`src/sv/cdo_pkg.sv`:
```
// Package for the calendar date offset unit: field widths, year limits and
// the month length table with the Gregorian leap rule. No dependencies.
`timescale 1ns / 1ps
`default_nettype none

package cdo_pkg;

  localparam int DAY_W   = 5;
  localparam int MONTH_W = 4;
  localparam int YEAR_W  = 14;
  localparam int OFS_W   = 17;
  localparam int M400_W  = 9;

  localparam int MAX_OFFSET_DEF = 65535;
  // Largest magnitude that a 17-bit two's complement offset can carry.
  localparam int OFS_MAG_MAX = 65536;

  localparam logic [YEAR_W-1:0]  YEAR_MAX   = YEAR_W'(9999);
  localparam logic [YEAR_W-1:0]  YEAR_CYCLE = YEAR_W'(400);
  localparam logic [M400_W-1:0]  M400_LAST  = M400_W'(399);
  localparam logic [MONTH_W-1:0] MONTH_JAN  = MONTH_W'(1);
  localparam logic [MONTH_W-1:0] MONTH_FEB  = MONTH_W'(2);
  localparam logic [MONTH_W-1:0] MONTH_DEC  = MONTH_W'(12);
  localparam logic [DAY_W-1:0]   DAY_FIRST  = DAY_W'(1);
  localparam logic [DAY_W-1:0]   DAY_DEC_END = DAY_W'(31);

  // Leap year from the year taken modulo 400.
  function automatic logic is_leap(input logic [M400_W-1:0] m400);
    logic century;
    century = (m400 == M400_W'(100)) || (m400 == M400_W'(200)) ||
              (m400 == M400_W'(300));
    return (m400[1:0] == 2'd0) && !century;
  endfunction

  // Days in a month (1..12); codes outside that range never reach here.
  function automatic logic [DAY_W-1:0] days_in(input logic [MONTH_W-1:0] m,
                                               input logic leap);
    logic [DAY_W-1:0] len;
    case (m)
      4'd2:                len = leap ? DAY_W'(29) : DAY_W'(28);
      4'd4, 4'd6, 4'd9,
      4'd11:               len = DAY_W'(30);
      default:             len = DAY_W'(31);
    endcase
    return len;
  endfunction

endpackage

`default_nettype wire

```
`src/sv/cdo_step.sv`:
```
// One-day step unit of the calendar date offset unit: moves a date one day
// forward or back and flags the year range limits. Depends on cdo_pkg.
`timescale 1ns / 1ps
`default_nettype none

module cdo_step
  import cdo_pkg::*;
(
  input  wire logic [DAY_W-1:0]   day,
  input  wire logic [MONTH_W-1:0] month,
  input  wire logic [YEAR_W-1:0]  year,
  input  wire logic [M400_W-1:0]  m400,
  input  wire logic               back,
  output logic      [DAY_W-1:0]   next_day,
  output logic      [MONTH_W-1:0] next_month,
  output logic      [YEAR_W-1:0]  next_year,
  output logic      [M400_W-1:0]  next_m400,
  output logic                    at_limit
);

  logic leap;
  logic [MONTH_W-1:0] month_prev;

  assign leap       = is_leap(m400);
  assign month_prev = month - MONTH_W'(1);

  always_comb begin
    next_day   = day;
    next_month = month;
    next_year  = year;
    next_m400  = m400;
    at_limit   = 1'b0;
    if (!back) begin
      if (day < days_in(month, leap)) begin
        next_day = day + DAY_W'(1);
      end else if (month < MONTH_DEC) begin
        next_day   = DAY_FIRST;
        next_month = month + MONTH_W'(1);
      end else if (year < YEAR_MAX) begin
        next_day   = DAY_FIRST;
        next_month = MONTH_JAN;
        next_year  = year + YEAR_W'(1);
        next_m400  = (m400 == M400_LAST) ? '0 : m400 + M400_W'(1);
      end else begin
        at_limit = 1'b1;
      end
    end else begin
      if (day > DAY_FIRST) begin
        next_day = day - DAY_W'(1);
      end else if (month > MONTH_JAN) begin
        next_month = month_prev;
        next_day   = days_in(month_prev, leap);
      end else if (year != '0) begin
        next_year  = year - YEAR_W'(1);
        next_month = MONTH_DEC;
        next_day   = DAY_DEC_END;
        next_m400  = (m400 == '0) ? M400_LAST : m400 - M400_W'(1);
      end else begin
        at_limit = 1'b1;
      end
    end
  end

endmodule

`default_nettype wire

```
`src/sv/calendar_date_offset_unit.sv`:
```
// Top level of the calendar date offset unit: sequencer, date registers and
// output register around the single one-day step unit. Depends on cdo_pkg, cdo_step.
//
//   channel | ports                                         | direction
//   --------+-----------------------------------------------+----------
//   input   | in_valid, in_stall, in_day, in_month, in_year, | in
//           | day_offset                                    |
//   result  | out_valid, out_stall, out_day, out_month,      | out
//           | out_year, range_error                         |
//
// An accepted item runs R = floor(year / 400) subtractions (at most 24) that find
// the year modulo 400, then N = min(|offset|, MAX_OFFSET) passes of the one-day
// step unit, fewer if the year range limit is hit, before its result word is
// loaded; the input takes a new word in the cycle after that.
// in_stall is high from acceptance until the result word is in the output
// register. A result word waiting under out_stall does not block the next
// input word, but the following result waits until the register is free.
// rst_n is synchronous and active low; it empties the unit and the output.
`timescale 1ns / 1ps
`default_nettype none

module calendar_date_offset_unit
  import cdo_pkg::*;
#(
  parameter int MAX_OFFSET = MAX_OFFSET_DEF
) (
  input  wire logic               clk,
  input  wire logic               rst_n,
  input  wire logic               in_valid,
  output logic                    in_stall,
  input  wire logic [DAY_W-1:0]   in_day,
  input  wire logic [MONTH_W-1:0] in_month,
  input  wire logic [YEAR_W-1:0]  in_year,
  input  wire logic [OFS_W-1:0]   day_offset,
  output logic                    out_valid,
  input  wire logic               out_stall,
  output logic      [DAY_W-1:0]   out_day,
  output logic      [MONTH_W-1:0] out_month,
  output logic      [YEAR_W-1:0]  out_year,
  output logic                    range_error
);

  localparam int LIM   = (MAX_OFFSET < OFS_MAG_MAX) ? MAX_OFFSET : OFS_MAG_MAX;
  localparam int CNT_W = $clog2(LIM + 1);
  localparam logic [CNT_W-1:0] LIM_CNT = CNT_W'(LIM);

  typedef enum logic [1:0] {
    ST_IDLE,
    ST_REDUCE,
    ST_CLAMP,
    ST_STEP
  } state_t;

  state_t state_r, state_nxt;

  logic [DAY_W-1:0]   day_r, day_nxt;
  logic [MONTH_W-1:0] month_r, month_nxt;
  logic [YEAR_W-1:0]  year_r, year_nxt;
  logic [YEAR_W-1:0]  rem_r, rem_nxt;
  logic               back_r, back_nxt;
  logic [OFS_W-1:0]   mag_r, mag_nxt;
  logic [CNT_W-1:0]   cnt_r, cnt_nxt;

  logic               out_valid_r, out_valid_nxt;
  logic [DAY_W-1:0]   out_day_r, out_day_nxt;
  logic [MONTH_W-1:0] out_month_r, out_month_nxt;
  logic [YEAR_W-1:0]  out_year_r, out_year_nxt;
  logic               range_error_r, range_error_nxt;

  logic [DAY_W-1:0]   st_day;
  logic [MONTH_W-1:0] st_month;
  logic [YEAR_W-1:0]  st_year;
  logic [M400_W-1:0]  st_m400;
  logic               st_limit;
  logic [DAY_W-1:0]   dim;
  logic               in_acc;
  logic               out_free;

  cdo_step u_step (
    .day        (day_r),
    .month      (month_r),
    .year       (year_r),
    .m400       (rem_r[M400_W-1:0]),
    .back       (back_r),
    .next_day   (st_day),
    .next_month (st_month),
    .next_year  (st_year),
    .next_m400  (st_m400),
    .at_limit   (st_limit)
  );

  assign in_stall = (state_r != ST_IDLE);
  assign in_acc   = in_valid && !in_stall;
  assign out_free = !out_valid_r || !out_stall;
  assign dim      = days_in(month_r, is_leap(rem_r[M400_W-1:0]));

  always_comb begin
    state_nxt       = state_r;
    day_nxt         = day_r;
    month_nxt       = month_r;
    year_nxt        = year_r;
    rem_nxt         = rem_r;
    back_nxt        = back_r;
    mag_nxt         = mag_r;
    cnt_nxt         = cnt_r;
    out_valid_nxt   = out_valid_r && out_stall;
    out_day_nxt     = out_day_r;
    out_month_nxt   = out_month_r;
    out_year_nxt    = out_year_r;
    range_error_nxt = range_error_r;
    case (state_r)
      ST_IDLE: begin
        if (in_acc) begin
          day_nxt = in_day;
          if (in_month == '0) begin
            month_nxt = MONTH_JAN;
          end else if (in_month > MONTH_DEC) begin
            month_nxt = MONTH_DEC;
          end else begin
            month_nxt = in_month;
          end
          year_nxt  = (in_year > YEAR_MAX) ? YEAR_MAX : in_year;
          rem_nxt   = (in_year > YEAR_MAX) ? YEAR_MAX : in_year;
          back_nxt  = day_offset[OFS_W-1];
          mag_nxt   = day_offset[OFS_W-1] ? (~day_offset + OFS_W'(1)) : day_offset;
          state_nxt = ST_REDUCE;
        end
      end
      ST_REDUCE: begin
        // Year modulo 400 by repeated subtraction; it then tracks the year.
        if (rem_r >= YEAR_CYCLE) begin
          rem_nxt = rem_r - YEAR_CYCLE;
        end else begin
          state_nxt = ST_CLAMP;
        end
      end
      ST_CLAMP: begin
        if (day_r == '0) begin
          day_nxt = DAY_FIRST;
        end else if (day_r > dim) begin
          day_nxt = dim;
        end
        cnt_nxt   = ({15'd0, mag_r} > 32'(LIM)) ? LIM_CNT : CNT_W'(mag_r);
        state_nxt = ST_STEP;
      end
      ST_STEP: begin
        if (cnt_r == '0 || st_limit) begin
          if (out_free) begin
            out_valid_nxt   = 1'b1;
            out_day_nxt     = day_r;
            out_month_nxt   = month_r;
            out_year_nxt    = year_r;
            range_error_nxt = (cnt_r != '0);
            state_nxt       = ST_IDLE;
          end
        end else begin
          day_nxt   = st_day;
          month_nxt = st_month;
          year_nxt  = st_year;
          rem_nxt   = {{(YEAR_W-M400_W){1'b0}}, st_m400};
          cnt_nxt   = cnt_r - CNT_W'(1);
        end
      end
      default: state_nxt = ST_IDLE;
    endcase
  end

  always_ff @(posedge clk) begin
    if (!rst_n) begin
      state_r     <= ST_IDLE;
      out_valid_r <= 1'b0;
    end else begin
      state_r     <= state_nxt;
      out_valid_r <= out_valid_nxt;
    end
    day_r         <= day_nxt;
    month_r       <= month_nxt;
    year_r        <= year_nxt;
    rem_r         <= rem_nxt;
    back_r        <= back_nxt;
    mag_r         <= mag_nxt;
    cnt_r         <= cnt_nxt;
    out_day_r     <= out_day_nxt;
    out_month_r   <= out_month_nxt;
    out_year_r    <= out_year_nxt;
    range_error_r <= range_error_nxt;
  end

  assign out_valid   = out_valid_r;
  assign out_day     = out_day_r;
  assign out_month   = out_month_r;
  assign out_year    = out_year_r;
  assign range_error = range_error_r;

  // The month is clamped on acceptance and stays legal while the item runs.
  a_month_legal: assert property (@(posedge clk) disable iff (!rst_n)
    (state_r == ST_CLAMP || state_r == ST_STEP) |-> (month_r >= MONTH_JAN && month_r <= MONTH_DEC))
    else $error("month register left 1..12 during an item");

  // While stepping, the day is always a legal day of its month.
  a_day_legal: assert property (@(posedge clk) disable iff (!rst_n)
    (state_r == ST_STEP) |-> (day_r >= DAY_FIRST && day_r <= dim))
    else $error("day register is not a legal day of its month");

  // The year never leaves the supported range while an item runs.
  a_year_legal: assert property (@(posedge clk) disable iff (!rst_n)
    (state_r != ST_IDLE && state_r != ST_REDUCE) |-> (year_r <= YEAR_MAX))
    else $error("year register above the supported range");

  // An accepted word always starts with the modulo reduction.
  a_accept_reduce: assert property (@(posedge clk) disable iff (!rst_n)
    in_acc |=> (state_r == ST_REDUCE))
    else $error("accepted word did not start the reduction");

  // A new result word only appears at the end of the stepping phase.
  a_result_source: assert property (@(posedge clk) disable iff (!rst_n)
    (out_valid_r && !$past(out_valid_r && out_stall)) |-> ($past(state_r) == ST_STEP))
    else $error("result word loaded outside the stepping phase");

endmodule

`default_nettype wire

```
`config.mk`:
```
export PLATFORM = sky130hd
export DESIGN_NAME = calendar_date_offset_unit
export DESIGN_NICKNAME = d
export VERILOG_FILES = /design/src/sv/cdo_pkg.sv /design/src/sv/cdo_step.sv /design/src/sv/calendar_date_offset_unit.sv
export SDC_FILE = /design/constraint.sdc
export NUM_CORES = 1
export LEC_CHECK = 0
export BUFFER_PORTS_ARGS = -buffer_cell sky130_fd_sc_hd__clkbuf_2
export CAP_MARGIN = 20
export CELL_PAD_IN_SITES_DETAIL_PLACEMENT = 0
export CELL_PAD_IN_SITES_GLOBAL_PLACEMENT = 1
export CORE_AREA = 2 2 169 129
export CTS_CLUSTER_SIZE = 8
export DETAILED_ROUTE_END_ITERATION = 12
export DIE_AREA = 0 0 171 131
export HOLD_SLACK_MARGIN = 0.03
export PLACE_DENSITY_LB_ADDON = 0.08
export SYNTH_ARGS = -nofsm -noshare
export SYNTH_HDL_FRONTEND = slang
export SYNTH_SLANG_ARGS = --single-unit
```
`constraint.sdc`:
```
create_clock -name clk -period 6 [get_ports clk]
set_input_delay 0.3 -clock clk [delete_from_list [all_inputs] [get_ports clk]]
set_output_delay 0.3 -clock clk [all_outputs]
set_load 0.02 [all_outputs]
```
[Word-level counts from Yosys, hierarchy flattened]
Cells that the tools add are included.
Cells by class
  order comparisons: 10
  reduce and logical (&&, ||, !) cells: 35
  mux-type cells: 70
  eq/ne operators: 34
  add/subtract/negate cells: 11
  bitwise operators: 1
Operators by type and width (number)
  2-to-1 mux 14 bit: 12
  2-to-1 mux 9 bit: 9
  2-to-1 mux 5 bit: 12
  2-to-1 mux 16 bit: 3
  2-to-1 mux 4 bit: 11
  case mux 14 bit (3 select lines): 1
  case mux 16 bit (2 select lines): 1
  case mux 14 bit (2 select lines): 1
  case mux 5 bit (2 select lines): 2
  == test 9 bit, second input constant: 2
  adder 17 x 1 -> 17 bit, second input constant: 1
  greater-than comparator 17 x 16 -> 1 bit, second input constant: 1
  inverter 17 bit: 1
  == test 4 x 3 -> 1 bit, second input constant: 4
  == test 4 bit, second input constant: 4
  logical NOT 16 bit: 1
  nonzero test 16 bit: 1
  subtractor 16 x 1 -> 16 bit, second input constant: 1
  inequality test 3 bit, second input constant: 5
  case mux 5 bit (3 select lines): 1
  adder 14 x 1 -> 14 bit, second input constant: 1
  >= comparator 14 x 9 -> 1 bit, second input constant: 1
  greater-than comparator 14 bit, second input constant: 1
  less-than comparator 14 bit, second input constant: 1
  45 further kinds: 83
Word-level totals
  logic and storage cells: 176
  output and inout bits: 26
  input port bits: 44
  register bits after elaboration: 98

[Logic depth before layout (Yosys ltp)]
  depth after elaboration: 14
  depth in mapped cells: 14
  depth with buffers taken out: 13

[By module]
A second synthesis with hierarchy kept.
Unflattened totals
  cell total of the unflattened synthesis: 735
  area total of the unflattened synthesis: 6960.4 sq um
Modules (own cells, without submodules)
  calendar_date_offset_unit: times used 1, area each 4774.6 sq um, cells an instance 407, seq. area each 2912.8 sq um
  cdo_step: times used 1, area each 2185.8 sq um, cells an instance 328, seq. area each 0.0 sq um

[Least setup slack after synthesis]
No wires, ideal clock.
  path kind: flip-flop to flip-flop
  start point: register rem_r[5]
  end point: register out_day_r[0], in the netlist out_day[0], enable pin
  data required time: 5558 ps
  setup slack: 1303 ps
  library setup time: 442 ps
  clock period less this slack: 4697 ps
  arrival time: 4255 ps
  path buffers: 1
  cell stages (with the launch flop): 14
  cell sequence: edfxtp_1 > clkbuf_1 > inv_1 > ha_1 > and4b_1 > o21ai_0 > a31oi_1 > o31ai_1 > ha_1 > nor2b_1 > o2111a_1 > o2111ai_4 > a31oi_2 > a21boi_0
On the way
  word-level cells in the longest chain between the ends: 13
  elaborated cells between the ends (all ways): 15
  classes of those cells: 1 x order compare; 3 x eq/ne; 5 x mux; 6 x reduce/logical
RTL lines
  start: declaration: RTL line calendar_date_offset_unit.sv:59  | logic [YEAR_W-1:0] rem_r, rem_nxt;
  start signal: assignment: RTL line calendar_date_offset_unit.sv:179  | rem_r <= rem_nxt;
  == test 9 x 7 -> 1 bit / == test 9 x 8 -> 1 bit (equally long branches): RTL line cdo_pkg.sv:30  | century = (m400 == M400_W'(100)) || (m400 == M400_W'(200)) ||
  logical OR 1 bit: RTL line cdo_pkg.sv:30
  logical OR 1 bit *: RTL line cdo_pkg.sv:30
  logical NOT 1 bit *: RTL line cdo_pkg.sv:32  | return (m400[1:0] == 2'd0) && !century;
  logical AND 1 bit *: RTL line cdo_pkg.sv:32
  2-to-1 mux 1 bit *: RTL line cdo_pkg.sv:40  | 4'd2: len = leap ? DAY_W'(29) : DAY_W'(28);
  case mux 5 bit (2 select lines) *: RTL line cdo_pkg.sv:39  | case (m)
  2-to-1 mux 5 bit *: RTL line cdo_step.sv:33  | if (!back) begin
  less-than comparator 5 bit *: RTL line cdo_step.sv:34  | if (day < days_in(month, leap)) begin
  2-to-1 mux 1 bit *: RTL line cdo_step.sv:34
  2-to-1 mux 1 bit *: RTL line cdo_step.sv:33
  logical OR 1 bit *: RTL line calendar_date_offset_unit.sv:147  | if (cnt_r == '0 || st_limit) begin
  AND reduction 3 bit (no source line) *
  end signal: assignment: RTL line calendar_date_offset_unit.sv:183  | out_day_r <= out_day_nxt;
  end: declaration: RTL line calendar_date_offset_unit.sv:65  | logic [DAY_W-1:0] out_day_r, out_day_nxt;
Every way passes the cells marked *; elsewhere a longest branch is shown, timed or not. The select of a mux whose other input is x is not followed.
A chain may end at the register's enable or synchronous reset.

[Worst setup path after layout]
  start point: register rem_r[5]
  end point: register rem_r[8], enable pin
On the way
  word-level cells in the longest chain between the ends: 14
  elaborated cells between the ends (all ways): 19
  classes of those cells: 2 x order compare; 6 x eq/ne; 5 x mux; 6 x reduce/logical
RTL lines (RTL line)
  == test 9 x 7 -> 1 bit / == test 9 x 8 -> 1 bit (equally long branches): cdo_pkg.sv:30
  logical OR 1 bit (2 in series): cdo_pkg.sv:30
  logical NOT 1 bit: cdo_pkg.sv:32
  logical AND 1 bit: cdo_pkg.sv:32
  2-to-1 mux 1 bit: cdo_pkg.sv:40
  case mux 5 bit (2 select lines): cdo_pkg.sv:39
  2-to-1 mux 5 bit: cdo_step.sv:33
  less-than comparator 5 bit: cdo_step.sv:34
  2-to-1 mux 1 bit: cdo_step.sv:34
  2-to-1 mux 1 bit: cdo_step.sv:33
  logical OR 1 bit: calendar_date_offset_unit.sv:147
  inequality test 2 bit (no source line)
  AND reduction 10 bit (no source line) *
Marks and branches as above.

==> run metrics <==
share of the synthesized area in the top cell type=0.436; fraction of layout cells with a size suffix above 1=0.154; status=completed; DRC viols=0; post-cts sizing count=0; total power=3570 µW; All-Layer GR Usage=0.163; total of max-cap violations=0; DRT antenna net count=0; synth top area cells=edfxtp_1 (44%), ha_1 (7.3%), xnor2_1 (5.4%); first-pass GRT wire length=28100 µm; r2r worst-path depth=13; PD cells=roughly 480 nW/µm²; CTS tree=built; Rel. slew slack=0.382; Site Rows=46; initial core utilization=0.314; Yosys warnings=0; die height=~130 µm; grt ovf=0; post-synth cell types=76; Core ar.=20800 µm²; Mapped Cells=about 670; post-CTS setup buffer count=0; CP Capture Type=flip-flop; sequential share of the synthesized area=0.445; Final TNS setup=0 ns; Startpoint Class=flip-flop; Placed Area=7150 µm²; Seq. cell area=2910 µm²; Tightest Pin Transition=0.915 ns; flops & latches, synth=98; Worst Path Max Fanout=9; Finished Cell Area=between 7000 and 8000 µm²; Worst EP arrival=4.08 ns; reg-to-reg endpoint=rem_r[8]; routed via count=~5200; Iter 0 DRT Violations=437; Hold Buf Count CTS=0; clk_lat worst skew=0.36 ns; cts bufs inserted=9; syn nets=750; shortest period the worst path allows=4.09 ns; synthesized cell area=6540 µm²; drt pass-1 iters=5; Pleak=0.00270 µW; Synth area leader=edfxtp_1; Final Hold Viols=0; Avg WL per Cell=17.5 µm; min-delay src=day_offset[0]; commonest non-fill, non-tap cells in the layout=edfxtp_1 (95), clkbuf_2 (69), nor2_1 (66); hold path depth=1; Crit Path Class=reg2reg; period utilization=0.682; Hold EP=mag_r[0]; I/O Buffers=69; Top FF cell, synth=edfxtp_1; Fillers=2151; skew final=0.0147 ns; vias per cell=5.12; Max Slew Vio Count=0; CTS root buffer=clkbuf_16; vias in the first global route=5005; CTS clk-pin slew, worst paths=0.07 ns; commonest non-fill, non-tap cell in the layout=edfxtp_1; number of enable flip-flop cells after synthesis=95; VDD IR max=0.152 mV; multi-input combinational cell area=3380 µm²; routed wire length=17800 µm; FMAX=244 MHz; area delta synth->final=13.9%; Nets=807; IO Pins=70; largest net degree at the start of global routing=55; reg-to-reg startpoint=rem_r[5]; Chip Width=171 µm; worst path required time=between 5 and 6 ns; asr flop ratio synth=0; CTS max path bufs=2; RSZ-0062 raised after global routing=no; clock sink count=around 100; post-DP HPWL=13400 µm; final setup fails=0; worst hold path type=in2reg; Placer Congestion=0.815; # diodes=0; die area=22400 µm²; antenna violations before repair=0; R2R setup slack=1.91 ns; Avg Inst Size Synth=9.81 µm²; H-tree Lvls=3
metrics by stage:
step | worst slack (ns) | hold slack (ns) | instances | utilization
5_1_grt | 1.59 | 0.158 | 1017 | 0.358
3_3_place_gp | 1.60 | 0.495 | 999 | 0.343
4_1_cts | 1.44 | 0.157 | 1015 | 0.357
2_1_floorplan | 1.30 | 0.399 | 667 | -
6_report | 1.91 | 0.168 | 1017 | 0.358
3_5_place_dp | 1.46 | 0.510 | 999 | 0.343
worst max-delay path: stages (launching register included):
cell and delay (ns):
edfxtp_1 0.56, inv_1 0.19, ha_1 0.26, and4b_1 0.18
o21ai_0 0.25, a31oi_1 0.16, o31ai_1 0.30, ha_1 0.21
nor2b_1 0.06, o2111a_1 0.29, o2111ai_4 0.13, a31oi_2 0.16
or2_1 0.30, nor3_1 0.67
synthesized netlist by cell type (5+ instances only):
cell       n
edfxtp_1  95
nor2_1    66
nand2_1   54
a21oi_1   49
o21ai_0   43
xnor2_1   40
ha_1      38
inv_1     31
nor3_1    20
clkbuf_1  18
nand3_1   18
xor2_1    18
a31oi_1   15
o31ai_1   12
a21o_1    10
nor2b_1    8
nor4_1     8
nand2b_1   6
o21a_1     6
and2_1     5
buf_2      5
o211ai_1   5
or4_1      5
where the power goes:
part	internal, µW	switching [µW]
sequential	1090	346
clock	289	281
combinational	615	946
total	2000	1570
how the worst max path moves through the flow:
stage / start / to / cells past startpoint
after floorplan: rem_r[5] / out_day[0] / 13
after global placement: rem_r[4] / year_r[13] / 13
after detailed placement: rem_r[4] / year_r[12] / 13
after CTS: rem_r[4] / year_r[3] / 13
after global routing: rem_r[5] / rem_r[8] / 13
final: rem_r[5] / rem_r[8] / 13
area by class of cell:
cell class	count	area share
Clock buffer	9	0.0302
Clock inverter	7	0.00856
Inverter	31	0.0156
Multi-Input combinational cell	508	0.454
Sequential cell	98	0.391
Tap cell	288	0.0483
Timing Repair Buffer	76	0.0530
state kept, by name, indices dropped and copies added, names as in the netlist, 2 cells and up:
name / count
out_month: 4
month_r: 4
day_r: 5
rem_r: 14
state_r: 2
year_r: 14
mag_r: 17
out_year: 14
out_day: 5
cnt_r: 16
cell families (layout without fill, tap and decap cells):
| family | count (synthesis) | count (layout) | share of synthesized area |
|---|---|---|---|
| buffers and inverters | 61 | 123 | 0.0392 |
| and+or+nand+nor | 220 | 220 | 0.169 |
| muxes | 3 | 3 | 0.00478 |
| xor gates and xnor gates | 58 | 58 | 0.0776 |
| AOI/OAI and AO/OA | 188 | 188 | 0.189 |
| adders and majority gates | 39 | 39 | 0.0757 |
| DFF | 98 | 98 | 0.445 |
metal layers:
metal | part of all wire | track usage
met5 | 0 | 0
met4 | 0.010 | 0.0379
met3 | 0.047 | 0.0301
met2 | 0.42 | 0.239
met1 | 0.52 | 0.247
Power figures use the tool's default switching activity.
